--- config.mk ---
export PLATFORM = sky130hd
export DESIGN_NAME = ac3_spdif_burst_packer_unit
export DESIGN_NICKNAME = d
export VERILOG_FILES = /design/src/sv/ac3bp_pkg.sv /design/src/sv/ac3bp_front.sv /design/src/sv/ac3bp_fifo.sv /design/src/sv/ac3bp_back.sv /design/src/sv/ac3_spdif_burst_packer_unit.sv
export SDC_FILE = /design/constraint.sdc
export NUM_CORES = 1
export LEC_CHECK = 0
export ABC_AREA = 1
export ABC_CLOCK_PERIOD_IN_PS = 5400
export BUFFER_PORTS_ARGS = -buffer_cell sky130_fd_sc_hd__buf_2
export CAP_MARGIN = 20
export CORE_UTILIZATION = 49
export CTS_BUF_LIST = sky130_fd_sc_hd__clkbuf_8
export CTS_CLUSTER_DIAMETER = 200
export CTS_CLUSTER_SIZE = 30
export DETAILED_ROUTE_END_ITERATION = 8
export PLACE_DENSITY = 0.72
export SLEW_MARGIN = 20
export SYNTH_ARGS = -nofsm -noshare
export SYNTH_HDL_FRONTEND = slang
export SYNTH_SLANG_ARGS = --single-unit
--- constraint.sdc ---
create_clock -name clk -period 5.4 [get_ports clk]
set_input_delay 1.35 -clock clk [delete_from_list [all_inputs] [get_ports clk]]
set_output_delay 1.35 -clock clk [all_outputs]
set_load 0.01 [all_outputs]
--- src/sv/ac3bp_pkg.sv ---
package ac3bp_pkg;

  // Input word: one frame byte with its framing flags
  typedef struct packed {
    logic [7:0] frame_byte;
    logic       frame_start;
    logic       preview;
  } in_t;

  // Output word: one burst byte
  typedef struct packed {
    logic [7:0] out_byte;
    logic       last_of_burst;
  } out_t;

  // Work passed from the front end to the back end.
  // Header job: bytes[0..5] are the first six frame bytes.
  // Pair job: bytes[0] is the odd byte, bytes[1] the held even byte.
  typedef struct packed {
    logic            is_head;
    logic            last;
    logic [10:0]     len_words;
    logic [5:0][7:0] bytes;
  } job_t;

  // Queue status seen by both ends
  typedef struct packed {
    logic full;
    logic not_empty;
  } fifo_stat_t;

  localparam int unsigned HEAD_LEN   = 6;
  localparam int unsigned FIFO_DEPTH = 4;

  // Burst preamble
  localparam logic [7:0] SYNC_PA_LO    = 8'h72;
  localparam logic [7:0] SYNC_PA_HI    = 8'hf8;
  localparam logic [7:0] SYNC_PB_LO    = 8'h1f;
  localparam logic [7:0] SYNC_PB_HI    = 8'h4e;
  localparam logic [7:0] DATA_TYPE_AC3 = 8'h01;

  localparam logic [1:0] FSCOD_RSVD = 2'd3;
  localparam logic [5:0] NUM_FRMSIZ = 6'd38;

  // Frame size in 16-bit words, by frmsizecod and fscod (48, 44.1, 32 kHz)
  localparam logic [10:0] SIZE_TBL [38][3] = '{
    '{11'd64,   11'd69,   11'd96},   '{11'd64,   11'd70,   11'd96},
    '{11'd80,   11'd87,   11'd120},  '{11'd80,   11'd88,   11'd120},
    '{11'd96,   11'd104,  11'd144},  '{11'd96,   11'd105,  11'd144},
    '{11'd112,  11'd121,  11'd168},  '{11'd112,  11'd122,  11'd168},
    '{11'd128,  11'd139,  11'd192},  '{11'd128,  11'd140,  11'd192},
    '{11'd160,  11'd174,  11'd240},  '{11'd160,  11'd175,  11'd240},
    '{11'd192,  11'd208,  11'd288},  '{11'd192,  11'd209,  11'd288},
    '{11'd224,  11'd243,  11'd336},  '{11'd224,  11'd244,  11'd336},
    '{11'd256,  11'd278,  11'd384},  '{11'd256,  11'd279,  11'd384},
    '{11'd320,  11'd348,  11'd480},  '{11'd320,  11'd349,  11'd480},
    '{11'd384,  11'd417,  11'd576},  '{11'd384,  11'd418,  11'd576},
    '{11'd448,  11'd487,  11'd672},  '{11'd448,  11'd488,  11'd672},
    '{11'd512,  11'd557,  11'd768},  '{11'd512,  11'd558,  11'd768},
    '{11'd640,  11'd696,  11'd960},  '{11'd640,  11'd697,  11'd960},
    '{11'd768,  11'd835,  11'd1152}, '{11'd768,  11'd836,  11'd1152},
    '{11'd896,  11'd975,  11'd1344}, '{11'd896,  11'd976,  11'd1344},
    '{11'd1024, 11'd1114, 11'd1536}, '{11'd1024, 11'd1115, 11'd1536},
    '{11'd1152, 11'd1253, 11'd1728}, '{11'd1152, 11'd1254, 11'd1728},
    '{11'd1280, 11'd1393, 11'd1920}, '{11'd1280, 11'd1394, 11'd1920}
  };

  // Look up frame words from the fscod/frmsizecod byte; reserved codes give 0
  function automatic logic [10:0] size_words(input logic [7:0] b4);
    logic [1:0] fs;
    logic [5:0] code;
    fs   = b4[7:6];
    code = b4[5:0];
    if (fs == FSCOD_RSVD || code >= NUM_FRMSIZ) begin
      return 11'd0;
    end
    return SIZE_TBL[code][fs];
  endfunction

endpackage

--- src/sv/ac3bp_front.sv ---
module ac3bp_front (
  input  logic                  clk,
  input  logic                  rst_n,
  input  logic                  in_valid,
  output logic                  in_ready,
  input  ac3bp_pkg::in_t        in_data,
  input  ac3bp_pkg::fifo_stat_t stat,
  output logic                  push,
  output ac3bp_pkg::job_t       job
);

  localparam logic [11:0] CNT_MAX  = 12'hfff;
  localparam logic [11:0] HEAD_END = 12'(ac3bp_pkg::HEAD_LEN - 1);
  localparam logic [11:0] HEAD_CNT = 12'(ac3bp_pkg::HEAD_LEN);

  logic [11:0] byte_count_r, byte_count_nxt;
  logic [10:0] len_words_r, len_words_nxt;
  logic [7:0]  held_r, held_nxt;
  logic        in_frame_r, in_frame_nxt;
  logic        suppress_r, suppress_nxt;
  logic [7:0]  head_r [5];

  logic        acc;
  logic        cur_in;
  logic        cur_sup;
  logic [11:0] cnt;
  logic [11:0] total;
  logic [10:0] lw;
  logic [11:0] lw_total;
  logic [7:0]  b;

  assign in_ready = !stat.full;
  assign acc      = in_valid && in_ready;
  assign b        = in_data.frame_byte;

  // Frame start overrides the running frame state
  assign cur_in   = in_data.frame_start || in_frame_r;
  assign cur_sup  = in_data.frame_start ? in_data.preview : suppress_r;
  assign cnt      = in_data.frame_start ? 12'd0 : byte_count_r;
  assign total    = {len_words_r, 1'b0};
  assign lw       = ac3bp_pkg::size_words(head_r[4]);
  assign lw_total = {lw, 1'b0};

  // Classify the word and build the job for the back end
  always_comb begin
    byte_count_nxt = byte_count_r;
    len_words_nxt  = len_words_r;
    held_nxt       = held_r;
    in_frame_nxt   = in_frame_r;
    suppress_nxt   = suppress_r;
    push           = 1'b0;
    job            = '0;
    if (acc) begin
      in_frame_nxt = cur_in;
      suppress_nxt = cur_sup;
      if (in_data.frame_start) begin
        byte_count_nxt = 12'd0;
      end
      if (cur_in) begin
        if (cnt < HEAD_CNT) begin
          if (cnt == HEAD_END) begin
            len_words_nxt = lw;
            job.is_head   = 1'b1;
            job.len_words = lw;
            job.bytes     = {b, head_r[4], head_r[3], head_r[2], head_r[1], head_r[0]};
            push          = !cur_sup;
            if (lw_total <= HEAD_CNT) begin
              in_frame_nxt = 1'b0;
            end
          end
        end else if (cnt < total) begin
          if (!cnt[0]) begin
            held_nxt = b;
          end else begin
            job.bytes[0] = b;
            job.bytes[1] = held_r;
            job.last     = ((cnt + 12'd1) == total);
            push         = !cur_sup;
            if ((cnt + 12'd1) == total) begin
              in_frame_nxt = 1'b0;
            end
          end
        end else begin
          in_frame_nxt = 1'b0;
        end
        byte_count_nxt = (cnt < CNT_MAX) ? cnt + 12'd1 : cnt;
      end
    end
  end

  // Hold the first five frame bytes; byte five is used straight from the input
  always_ff @(posedge clk) begin
    if (acc && cur_in && cnt < HEAD_END) begin
      head_r[cnt[2:0]] <= b;
    end
  end

  always_ff @(posedge clk) begin
    held_r <= held_nxt;
  end

  always_ff @(posedge clk) begin
    if (!rst_n) begin
      byte_count_r <= '0;
      len_words_r  <= '0;
      in_frame_r   <= 1'b0;
      suppress_r   <= 1'b0;
    end else begin
      byte_count_r <= byte_count_nxt;
      len_words_r  <= len_words_nxt;
      in_frame_r   <= in_frame_nxt;
      suppress_r   <= suppress_nxt;
    end
  end

endmodule

--- src/sv/ac3bp_fifo.sv ---
module ac3bp_fifo #(
  parameter int unsigned DEPTH = ac3bp_pkg::FIFO_DEPTH
) (
  input  logic                  clk,
  input  logic                  rst_n,
  input  logic                  push,
  input  ac3bp_pkg::job_t       push_job,
  input  logic                  pop,
  output ac3bp_pkg::job_t       head_job,
  output ac3bp_pkg::fifo_stat_t stat
);

  localparam int unsigned PW = (DEPTH > 1) ? $clog2(DEPTH) : 1;
  localparam int unsigned CW = $clog2(DEPTH + 1);
  localparam logic [PW-1:0] PTR_LAST = PW'(DEPTH - 1);
  localparam logic [CW-1:0] CNT_FULL = CW'(DEPTH);

  ac3bp_pkg::job_t mem_r [DEPTH];
  logic [PW-1:0]   wr_ptr_r, rd_ptr_r;
  logic [CW-1:0]   count_r;
  logic            do_push, do_pop;

  assign stat.full      = (count_r == CNT_FULL);
  assign stat.not_empty = (count_r != '0);
  assign do_push        = push && !stat.full;
  assign do_pop         = pop && stat.not_empty;
  assign head_job       = mem_r[rd_ptr_r];

  always_ff @(posedge clk) begin
    if (do_push) begin
      mem_r[wr_ptr_r] <= push_job;
    end
  end

  // Advance pointers and occupancy
  always_ff @(posedge clk) begin
    if (!rst_n) begin
      wr_ptr_r <= '0;
      rd_ptr_r <= '0;
      count_r  <= '0;
    end else begin
      if (do_push) begin
        wr_ptr_r <= (wr_ptr_r == PTR_LAST) ? '0 : wr_ptr_r + PW'(1);
      end
      if (do_pop) begin
        rd_ptr_r <= (rd_ptr_r == PTR_LAST) ? '0 : rd_ptr_r + PW'(1);
      end
      if (do_push && !do_pop) begin
        count_r <= count_r + CW'(1);
      end else if (do_pop && !do_push) begin
        count_r <= count_r - CW'(1);
      end
    end
  end

endmodule

--- src/sv/ac3bp_back.sv ---
module ac3bp_back (
  input  logic                  clk,
  input  logic                  rst_n,
  input  ac3bp_pkg::job_t       job,
  input  ac3bp_pkg::fifo_stat_t stat,
  output logic                  pop,
  output logic                  out_valid,
  input  logic                  out_ready,
  output ac3bp_pkg::out_t       out_data
);

  localparam logic [3:0] HDR_LEN_HI = 4'd7;
  localparam logic [3:0] JOB_END    = 4'd13;

  logic [3:0]      pos_r, pos_nxt;
  logic            out_valid_r;
  ac3bp_pkg::out_t out_r, sel;
  logic            load;
  logic            job_done;

  assign out_valid = out_valid_r;
  assign out_data  = out_r;
  assign load      = stat.not_empty && (!out_valid_r || out_ready);
  assign pop       = load && job_done;

  // Pick the byte at the current position of the job
  always_comb begin
    sel.last_of_burst = 1'b0;
    sel.out_byte      = 8'h00;
    if (job.is_head) begin
      case (pos_r)
        4'd0:  sel.out_byte = ac3bp_pkg::SYNC_PA_LO;
        4'd1:  sel.out_byte = ac3bp_pkg::SYNC_PA_HI;
        4'd2:  sel.out_byte = ac3bp_pkg::SYNC_PB_LO;
        4'd3:  sel.out_byte = ac3bp_pkg::SYNC_PB_HI;
        4'd4:  sel.out_byte = ac3bp_pkg::DATA_TYPE_AC3;
        4'd5:  sel.out_byte = {5'd0, job.bytes[5][2:0]};
        4'd6:  sel.out_byte = {job.len_words[3:0], 4'd0};
        4'd7:  begin
          sel.out_byte      = {1'b0, job.len_words[10:4]};
          sel.last_of_burst = (job.len_words == '0);
        end
        4'd8:  sel.out_byte = job.bytes[1];
        4'd9:  sel.out_byte = job.bytes[0];
        4'd10: sel.out_byte = job.bytes[3];
        4'd11: sel.out_byte = job.bytes[2];
        4'd12: sel.out_byte = job.bytes[5];
        4'd13: sel.out_byte = job.bytes[4];
        default: sel.out_byte = 8'h00;
      endcase
    end else if (pos_r[0]) begin
      sel.out_byte      = job.bytes[1];
      sel.last_of_burst = job.last;
    end else begin
      sel.out_byte = job.bytes[0];
    end
  end

  // Detect the final word of the job
  always_comb begin
    if (job.is_head) begin
      job_done = (pos_r == JOB_END) || (pos_r == HDR_LEN_HI && job.len_words == '0);
    end else begin
      job_done = pos_r[0];
    end
    pos_nxt = pos_r;
    if (load) begin
      pos_nxt = job_done ? 4'd0 : pos_r + 4'd1;
    end
  end

  always_ff @(posedge clk) begin
    if (load) begin
      out_r <= sel;
    end
  end

  always_ff @(posedge clk) begin
    if (!rst_n) begin
      pos_r       <= '0;
      out_valid_r <= 1'b0;
    end else begin
      pos_r <= pos_nxt;
      if (load) begin
        out_valid_r <= 1'b1;
      end else if (out_ready) begin
        out_valid_r <= 1'b0;
      end
    end
  end

endmodule

--- src/sv/ac3_spdif_burst_packer_unit.sv ---
// Channel | Ports                               | Word
// input   | in_valid, in_ready, in_data         | ac3bp_pkg::in_t (frame byte, flags)
// output  | out_valid, out_ready, out_data      | ac3bp_pkg::out_t (burst byte, last)
//
// One input word is taken per cycle while the job queue has room.
// Unless out_ready stalls it or the queue is empty, the back end sends one
// burst byte per cycle: 14 for the header job at frame byte 5 (8 if the frame
// size code is reserved), 2 per odd payload byte. Jobs pass through the job
// queue, and burst bytes leave from the registered output.
// Reset (rst_n low at a clock edge) empties the queue and clears frame state.
// Either side may stall; the queue of FIFO_DEPTH jobs decouples them.
module ac3_spdif_burst_packer_unit #(
  parameter int unsigned FIFO_DEPTH = ac3bp_pkg::FIFO_DEPTH
) (
  input  logic            clk,
  input  logic            rst_n,
  input  logic            in_valid,
  output logic            in_ready,
  input  ac3bp_pkg::in_t  in_data,
  output logic            out_valid,
  input  logic            out_ready,
  output ac3bp_pkg::out_t out_data
);

  ac3bp_pkg::job_t       push_job, head_job;
  ac3bp_pkg::fifo_stat_t stat;
  logic                  push, pop;

  ac3bp_front u_front (
    .clk      (clk),
    .rst_n    (rst_n),
    .in_valid (in_valid),
    .in_ready (in_ready),
    .in_data  (in_data),
    .stat     (stat),
    .push     (push),
    .job      (push_job)
  );

  ac3bp_fifo #(
    .DEPTH (FIFO_DEPTH)
  ) u_fifo (
    .clk      (clk),
    .rst_n    (rst_n),
    .push     (push),
    .push_job (push_job),
    .pop      (pop),
    .head_job (head_job),
    .stat     (stat)
  );

  ac3bp_back u_back (
    .clk       (clk),
    .rst_n     (rst_n),
    .job       (head_job),
    .stat      (stat),
    .pop       (pop),
    .out_valid (out_valid),
    .out_ready (out_ready),
    .out_data  (out_data)
  );

endmodule
==> results of run 1 <==
## how the worst max path moves through the flow
stage / from / endpoint / cells past startpoint
after CTS: in_data[1] / u_fifo.mem_r[1][59] / 13
after global placement: in_data[1] / u_fifo.count_r[2] / 19
final: in_data[1] / u_fifo.mem_r[3][26] / 14
after floorplan: in_data[1] / u_fifo.mem_r[0][0] / 11
after global routing: in_data[1] / u_fifo.mem_r[0][59] / 13
after detailed placement: in_data[1] / u_fifo.count_r[2] / 19
## report_power, final
group | switching, mW | internal [mW]
sequential | 0.0110 | 2.84
combinational | 0.103 | 0.0369
clock | 0.731 | 0.276
total | 0.845 | 3.15
## cells in the mapped netlist, drive strengths merged
library cell,instances
nand2,355
edfxtp,301
nor2,196
inv,127
o21ai,107
nand3,93
a21oi,91
buf,48
dfxtp,39
ha,35
o22ai,22
clkbuf,19
a32o,12
o31ai,11
nor3,10
nand4,9
o211ai,9
a221oi,8
nor4,5
a221o,4
a31oi,4
or2,4
xor2,4
a211oi,3
a22o,3
and3,3
nand3b,2
nor3b,2
o2111ai,2
o22a,2
a21o,1
a22oi,1
clkinv,1
fa,1
nand2b,1
o221ai,1
o311a,1
o41ai,1
xnor2,1
xor3,1
## worst max-delay path, delay by kind of cell
| family | cells | cell delay, ns |
|---|---|---|
| AND/OR/NAND/NOR | 5 | 0.67 |
| buffers and inverters | 5 | 1.10 |
| AO/OA/AOI/OAI | 3 | 0.43 |
| adder cells (fa/ha/maj) | 1 | 0.29 |
## flip-flops by register name (all words and copies together) (netlist names), named ones only
name	flops
u_back.out_data	9
u_back.out_valid	1
u_back.pos_r	4
u_fifo.count_r	3
u_fifo.mem_r	244
u_fifo.rd_ptr_r	2
u_fifo.wr_ptr_r	2
u_front.byte_count_r	12
u_front.head_r	40
u_front.held_r	8
u_front.in_frame_r	1
u_front.len_words_r	11
u_front.suppress_r	1
## through the flow
stage | setup TNS, ns | utilization, % | std cells | hold WS (ns)
CTS | 0 | 52.0 | 1943 | 0.488
global placement | 0 | 51.2 | 1918 | 0.456
finish | 0 | 52.0 | 1943 | 0.488
detailed placement | 0 | 51.2 | 1918 | 0.463
floorplan | -91.29 | - | 1540 | 0.445
global route | 0 | 52.0 | 1943 | 0.509
## kinds of logic (layout without fill, tap and decap cells)
kind of cell	after synthesis	count (layout)	share of synthesized area (%)
XOR/XNOR	6	6	0.429
flip-flops	340	340	62.3
AO/OA/AOI/OAI	283	283	10.6
AND/OR/NAND/NOR	680	680	18.1
adder cells (fa/ha/maj)	36	36	2.91
buffers and inverters	195	196	5.67
## layer usage
metal / vias up / track usage [%] / wire length (um) / part of all wire (%)
li1: 5305 / - / - / -
met2: 430 / 37.3 / 17300 / 45
met3: 74 / 3.71 / 2990 / 7.7
met4: 0 / 8.41 / 1300 / 3.4
met5: - / 0 / 0 / 0
met1: 5353 / 33.9 / 17000 / 44
## area by class of cell
type                       instances  area share, %
sequential                       340           59.7
multi-input combinational       1005           30.9
clock buffer                      15           1.26
clock inverter                    10          0.327
tap                              402           3.06
inverter                         128           2.97
timing repair buffer              43           1.75
==> flow_summary.ini, run 1 <==
[timing]
worst_pin_slew_ns = 0.973
setup_viol = 0
finalCritPeriodShare_pct = 68.4
rsz0062_at_grt = false
final-hold-violation-count = 0
max_freq_mhz = 271
setup_ws_ns = 1.71
slew_violations = 0
period_minus_slack_ns = 3.69
finalClockSkew_ns = 0.0560
relSlewSlack_pct = 34.9

[route]
dr.first_iter.drc_count = 1224
vias = 11200
wl_um = 38600
drc = 0
vias_per_cell = 5.74
postRouteAntennaNets = 0
dr.pass1.iters = 6
wl_per_cell_um = 19.9

[cells_and_area]
drive_gt1_share_pct = 7.14
multiInputGateArea_mm2 = 0.00508
syn_to_final_growth_pct = 4.34
finalInstanceArea_mm2 = 0.0164
regArea_mm2 = 0.00982
layout_common_cells = 347 x nand2_1, 301 x edfxtp_1, 176 x nor2_1
fin_nets = 1583
fill_cells = 2720
num_antenna_cells = 0
final_common_cell = nand2_1

[placement]
place_ws_ns = 1.12
gp_congestion = 0.930
dpl.hpwl_um = 25700
dpl-instance-area_mm2 = 0.0162
portBuffers = 24

[floorplanning]
fp.dieH_um = 181
rows = 65
core_mm2 = 0.0316
boundaryPins = 25
initial_utilization_pct = 49.8
dieWidth_um = 181
die_area_mm2 = 0.0329

[critical_path]
r2r_cells = 13
slowest_delay_ns = 0.46
endpoint_kind = register
crit_required_ns = 5.61
start_kind = input port
reg2reg_from = u_back.pos_r[0]
rrSetupSlack_ns = 1.93
critical_path_arrival_ns = 3.90
timing.rr.end = u_fifo.count_r[1]
slowest_stage = buf_4
critPathKind = input port to register
cpMostUsedCell = nand2_1
cp_cell_sequence = buf_2, inv_6, nand2_1, inv_1, ha_1, a21oi_1, o21ai_0, a21o_1, nor2_2, nand4_1, nand2_1, inv_2, nor2_4, buf_4
cp_max_fo = 34

[logic_synthesis]
yosys.area.top_type = edfxtp_1
synth_warnings = 0
synth.top_cell.area_share_pct = 57.4
synthesis.nets = 1590
synth_area_mm2 = 0.0158
synth_area_leaders = edfxtp_1 57%, nand2_1 8.3%, dfxtp_1 5.0%
synth.distinct_cells = 53
avgSynthCellArea_um2 = 10.2
ys_seq_area_share_pct = 62.3
synth-seq-cells = 340
synthCells = 1540

[grt]
antenna_found_initial = 1
grt_overflow = 0
grt_pass1_vias = 10500
grt_first_pass_wirelength_um = 59900
grt_max_degree = 65
globalRouteTotalUtil_pct = 23.9

[outcome]
outcome = completed

[clock_network]
cts_num_sinks = 340
cts_resized = 0
hold_buffers = 0
cts_buffers = 15
cts-root-buf = clkbuf_8
htreeDepth = 1
cts_setup_buffers = 0
cts_buffer_depth = 3
clkSlewWorstSetupHoldPaths_ns = 0.20
clock_latency_ns = 0.58
cts_tree = yes

[hold_path]
hold_end = u_front.byte_count_r[10]
hold_path_depth = 2
min_path_type = register to register
min_from = u_front.byte_count_r[10]

[pwr]
total_power_mw = 4.00
p_leak_nw = 6.32
peakVddDrop_mv = 0.143
powerDensity_mw_per_mm2 = 243

[flow_run]
cap_violations = 0
Note: power is estimated with default switching activity, not from simulation.
==> inputs of run 2 (changes only) <==
- ABC_AREA: 1 -> 0
- ABC_CLOCK_PERIOD_IN_PS: 5400 -> 3900
- PLACE_DENSITY: 0.72 -> 0.7
- clock period: 5.4 -> 3.9 ns (I/O delays scaled with it)
==> flow_summary.ini, run 2 <==
[logic_synthesis]
synth_warnings = 0
synth-main-ff-cell = edfxtp_1
ys_seq_area_share_pct = 64.7
synth_area_leaders = edfxtp_1 60%, mux4_2 9.4%, dfxtp_1 5.1%
synth_top_family_by_area = multiplexers
synth-xor-area-share_pct = 1.33
postSynth.asyncResetShare_pct = 0
synth_area_mm2 = 0.0152
synthAdderAreaFrac_pct = 3.08
synthTopCellsByCount = 301 x edfxtp_1, 74 x nor2_1, 63 x mux4_2, 57 x nand2_1, 54 x a21oi_1
yosys.area.top_type = edfxtp_1
synth-seq-cells = 340
yosys.cell_count.top_type = edfxtp_1
synth.distinct_cells = 63
synthesis.nets = 1103
synthMuxAreaShare_pct = 10.1
synthCells = 1053
synth.top_cell.area_share_pct = 59.6
avgSynthCellArea_um2 = 14.4
synth_compound_area_share_pct = 8.96
synth_edf_count = 301
synthSimpleGateAreaFrac_pct = 9.20

[grt]
globalRouteTotalUtil_pct = 21.5
antenna_found_initial = 0
grt_first_pass_wirelength_um = 51300
grt_pass1_vias = 8829
grt_max_degree = 61
grt_overflow = 0

[route]
wl_met3_um = 2010
vias = 9029
route.top_layer_used = met4
vias_per_cell = 6.08
met2_length_um = 16400
dr.pass1.iters = 6
drc = 0
dr.first_iter.drc_count = 1115
wl_per_cell_um = 22.5
met1Wirelength_um = 14300
wl_um = 33500
postRouteAntennaNets = 0

[timing]
setup_viol = 0
worst_pin_slew_ns = 0.777
finalCritPeriodShare_pct = 85.7
max_freq_mhz = 299
final-hold-violation-count = 0
slew_violations = 0
rsz0062_at_grt = false
period_minus_slack_ns = 3.34
timing.hold.ws_ns = 0.480
finalClockSkew_ns = 0.0465
relSlewSlack_pct = 48.2

[cells_and_area]
syn_to_final_growth_pct = 8.16
largest_reg_flops = 244
num_antenna_cells = 0
regArea_mm2 = 0.00982
multiInputGateArea_mm2 = 0.00505
top_register = u_fifo.mem_r
fin_nets = 1136
final_common_cell = edfxtp_1
drive_gt1_share_pct = 17.0
fill_cells = 2444
layout_common_cells = 301 x edfxtp_1, 69 x nor2_1, 63 x mux4_2

[placement]
portBuffers = 24
dpl.hpwl_um = 21700
gp_congestion = 0.889

[critical_path]
slowest_stage = or4_1
slowest_delay_ns = 0.56
endpoint_kind = register
critPathKind = input port to register
cpMostUsedCell = or4_1
cp_top_family = simple AND/OR/NAND/NOR gates
rrSetupSlack_ns = 0.56
critical_path_arrival_ns = 3.73
cp_max_fo = 11
crit_buf_inv = 3
cp_cell_sequence = buf_2, buf_12, nand2b_1, inv_1, ha_1, nand3_1, nor3_1, xnor2_1, nand4_1, or4_1, or4_1, nor2_1
crit_required_ns = 4.29
start_kind = input port

[clock_network]
cts_num_sinks = 340
clkSlewWorstSetupHoldPaths_ns = 0.19
cts-root-buf = clkbuf_8
cts_buffers = 15
cts_tree = yes
htreeDepth = 1
cts_setup_buffers = 0
cts_resized = 0
clock_latency_ns = 0.57
cts_buffer_depth = 3
hold_buffers = 0

[hold_path]
min_path_type = register to register

[floorplanning]
dieWidth_um = 178
fp.dieH_um = 178
rows = 64
die_area_mm2 = 0.0317
boundaryPins = 25
core_mm2 = 0.0305
initial_utilization_pct = 49.7

[outcome]
outcome = completed

[pwr]
peakVddDrop_mv = 0.192
p_leak_nw = 4.97
powerDensity_mw_per_mm2 = 330
total_power_mw = 5.42

[flow_run]
cap_violations = 0
==> run 2: cell count changes after synthesis, moves of 54 or more <==
cell / change
nand2_1: -290
nor2_1: -106
inv_1: -83
nand3_1: -69
mux4_2: +63
o21ai_0: -54
==> run 2: final timing paths <==
| path | to | from | depth (start not counted) |
|---|---|---|---|
| worst max-delay path | u_fifo.mem_r[0][59] | in_data[1] | 12 |
| worst min-delay path | u_back.out_valid | u_back.out_valid | 2 |
| worst max register to register | u_fifo.mem_r[0][59] | u_front.byte_count_r[0] | 10 |
| worst min register to register | u_back.out_valid | u_back.out_valid | 2 |
==> run 2: power breakdown <==
part	switching, mW	leakage, nW	internal, mW	total [mW]
Sequential	0.00791	2.82	3.92	3.93
Combinational	0.0625	2.02	0.0293	0.0918
Clock	1.02	0.139	0.375	1.40
==> run 2: metal layers <==
layer	vias up	GRT usage, %
li1	4116	-
met1	4510	30.1
met2	348	36.2
met3	55	1.82
met4	0	5.66
met5	-	0
==> run 2: kinds of logic after synthesis <==
group | Yosys count
flip-flops | 340
AND/OR/NAND/NOR | 273
AO/OA/AOI/OAI | 205
buffers and inverters | 101
multiplexers | 74
adder cells (fa/ha/maj) | 37
XOR/XNOR | 23
==> run 2: final cells by class <==
type | instances | area share, %
clock buffer | 15 | 1.26
clock inverter | 5 | 0.213
inverter | 39 | 0.892
multi-input combinational | 612 | 30.8
sequential | 340 | 59.9
tap | 396 | 3.02
timing repair buffer | 78 | 3.96
==> run 2: worst min-delay path: stages (launching register included) <==
cell and delay, ns:
dfxtp_1 0.35, nand2_1 0.05, a21oi_1 0.05
==> run 2: per-stage QoR <==
step	area (um2)	setup slack [ns]	util, %	TNS [ns]	cells
after floorplan	15300	-0.0790	-	-15.18	1053
after global placement	16200	0.0803	53.0	0	1465
after detailed placement	16200	-0.0247	53.0	-0.0986	1465
after CTS	16400	0.562	53.8	0	1485
after global routing	16400	0.290	53.8	0	1485
final	16400	0.557	53.8	0	1485
==> inputs of run 3 (changes only) <==
- CTS_BUF_LIST: sky130_fd_sc_hd__clkbuf_8 -> sky130_fd_sc_hd__clkbuf_16
==> flow_summary.ini, run 3 (synthesis results as in run 2) <==
[clock_network]
cts_tree = yes
clock_latency_ns = 0.51
cts_resized = 0
cts_num_sinks = 340
cts_buffer_depth = 3
clkSlewWorstSetupHoldPaths_ns = 0.12
cts_setup_buffers = 0
htreeDepth = 1
cts_buffers = 15
cts-root-buf = clkbuf_16
hold_buffers = 0

[floorplanning]
fp.dieH_um = 178
core_mm2 = 0.0305
initial_utilization_pct = 49.7
boundaryPins = 25
rows = 64
dieWidth_um = 178
die_area_mm2 = 0.0317

[critical_path]
r2r_cells = 13
endpoint_kind = register
reg2reg_from = u_front.byte_count_r[7]
cp_max_fo = 11
timing.rr.end = u_fifo.count_r[2]
crit_required_ns = 4.22
start_kind = input port
slowest_delay_ns = 0.57
slowest_stage = or4_1
critical_path_arrival_ns = 3.73
cp_cell_sequence = buf_2, buf_12, nand2b_1, inv_1, ha_1, nand3_1, nor3_1, xnor2_1, nand4_1, or4_1, or4_1, nor2_1
critPathKind = input port to register
rrSetupSlack_ns = 0.57
cpMostUsedCell = or4_1

[route]
dr.first_iter.drc_count = 1072
postRouteAntennaNets = 0
wl_um = 33600
vias = 8955
wl_per_cell_um = 22.6
drc = 0
dr.pass1.iters = 6
vias_per_cell = 6.03

[cells_and_area]
finalInstanceArea_mm2 = 0.0166
final_common_cell = edfxtp_1
layout_common_cells = 301 x edfxtp_1, 69 x nor2_1, 63 x mux4_2
largest_reg_flops = 244
num_antenna_cells = 0
top_register = u_fifo.mem_r
fin_nets = 1136
drive_gt1_share_pct = 17.0
fill_cells = 2416
syn_to_final_growth_pct = 9.27

[timing]
final-hold-violation-count = 0
worst_pin_slew_ns = 0.760
relSlewSlack_pct = 49.4
max_freq_mhz = 294
setup_viol = 0
slew_violations = 0
finalSetupTns_ns = 0
finalCritPeriodShare_pct = 87.3
rsz0062_at_grt = false
finalClockSkew_ns = 0.0328
period_minus_slack_ns = 3.40

[grt]
met1_usage_pct = 30.1
grt.met3_usage_pct = 2.06
grt_busiest_layer = met2
grt_pass1_vias = 8841
globalRouteTotalUtil_pct = 21.7
grt_max_degree = 61
antenna_found_initial = 0
grt_overflow = 0
grt_first_pass_wirelength_um = 51600
gr-usage-met2_pct = 36.5

[placement]
portBuffers = 24
gp_congestion = 0.889
dpl.hpwl_um = 21700
dpl-instance-area_mm2 = 0.0162

[outcome]
outcome = completed

[pwr]
total_power_mw = 5.80
peakVddDrop_mv = 0.247
powerDensity_mw_per_mm2 = 350
p_leak_nw = 5.05

[hold_path]
min_from = u_back.out_valid
min_path_type = register to register
hold_end = u_back.out_valid
hold_path_depth = 2

[flow_run]
cap_violations = 0
==> run 3: cell counts in the layout (fill, tap and decap cells not counted) <==
No cell type changed its count.
==> run 3: worst max-delay path by stage <==
stage | startpoint | to | slack [ns] | depth (start not counted)
2_1_floorplan | in_data[1] | u_fifo.mem_r[0][0] | -0.08 | 10
3_3_place_gp | in_data[1] | u_fifo.mem_r[0][59] | 0.08 | 12
3_5_place_dp | in_data[1] | u_fifo.mem_r[3][59] | -0.02 | 12
4_1_cts | in_data[1] | u_fifo.mem_r[2][59] | 0.50 | 12
5_1_grt | in_data[1] | u_fifo.mem_r[0][59] | 0.29 | 12
6_report | in_data[1] | u_fifo.mem_r[2][59] | 0.50 | 12
==> run 3: area by class of cell <==
class / count / area [um2] / share of cell area [%]
clock buffers: 15 / 375 / 2.26
clock inverters: 5 / 35.0 / 0.211
inverters: 39 / 146 / 0.883
multi-input cells: 612 / 5050 / 30.5
flip-flops and latches: 340 / 9820 / 59.3
well taps: 396 / 495 / 2.99
repair buffers: 78 / 651 / 3.92
==> run 3: worst max-delay path, delay by kind of cell <==
family,cells,cell delay (ns)
adder cells (fa/ha/maj),1,0.21
XOR/XNOR,1,0.16
AND/OR/NAND/NOR,7,2.01
buffers and inverters,3,0.37
==> run 3: power by group <==
group | switching (mW) | internal, mW
clock | 1.06 | 0.720
sequential | 0.00781 | 3.92
combinational | 0.0630 | 0.0293
total | 1.13 | 4.67
==> run 3: stage by stage <==
stage	util (%)	hold slack [ns]	instances	setup WS [ns]
after detailed placement	53.0	0.462	1465	-0.0247
final	54.3	0.476	1485	0.496
after global routing	54.3	0.507	1485	0.292
after floorplan	-	0.457	1053	-0.0790
after global placement	53.0	0.453	1465	0.0803
after CTS	54.3	0.480	1485	0.499
==> run 3: metal layers <==
layer	vias to the layer above	part of all wire (%)	wire [um]
met4	0	2.2	724
met2	301	50	16700
li1	4126	-	-
met3	47	5.3	1770
met1	4481	43	14500
met5	-	0	0
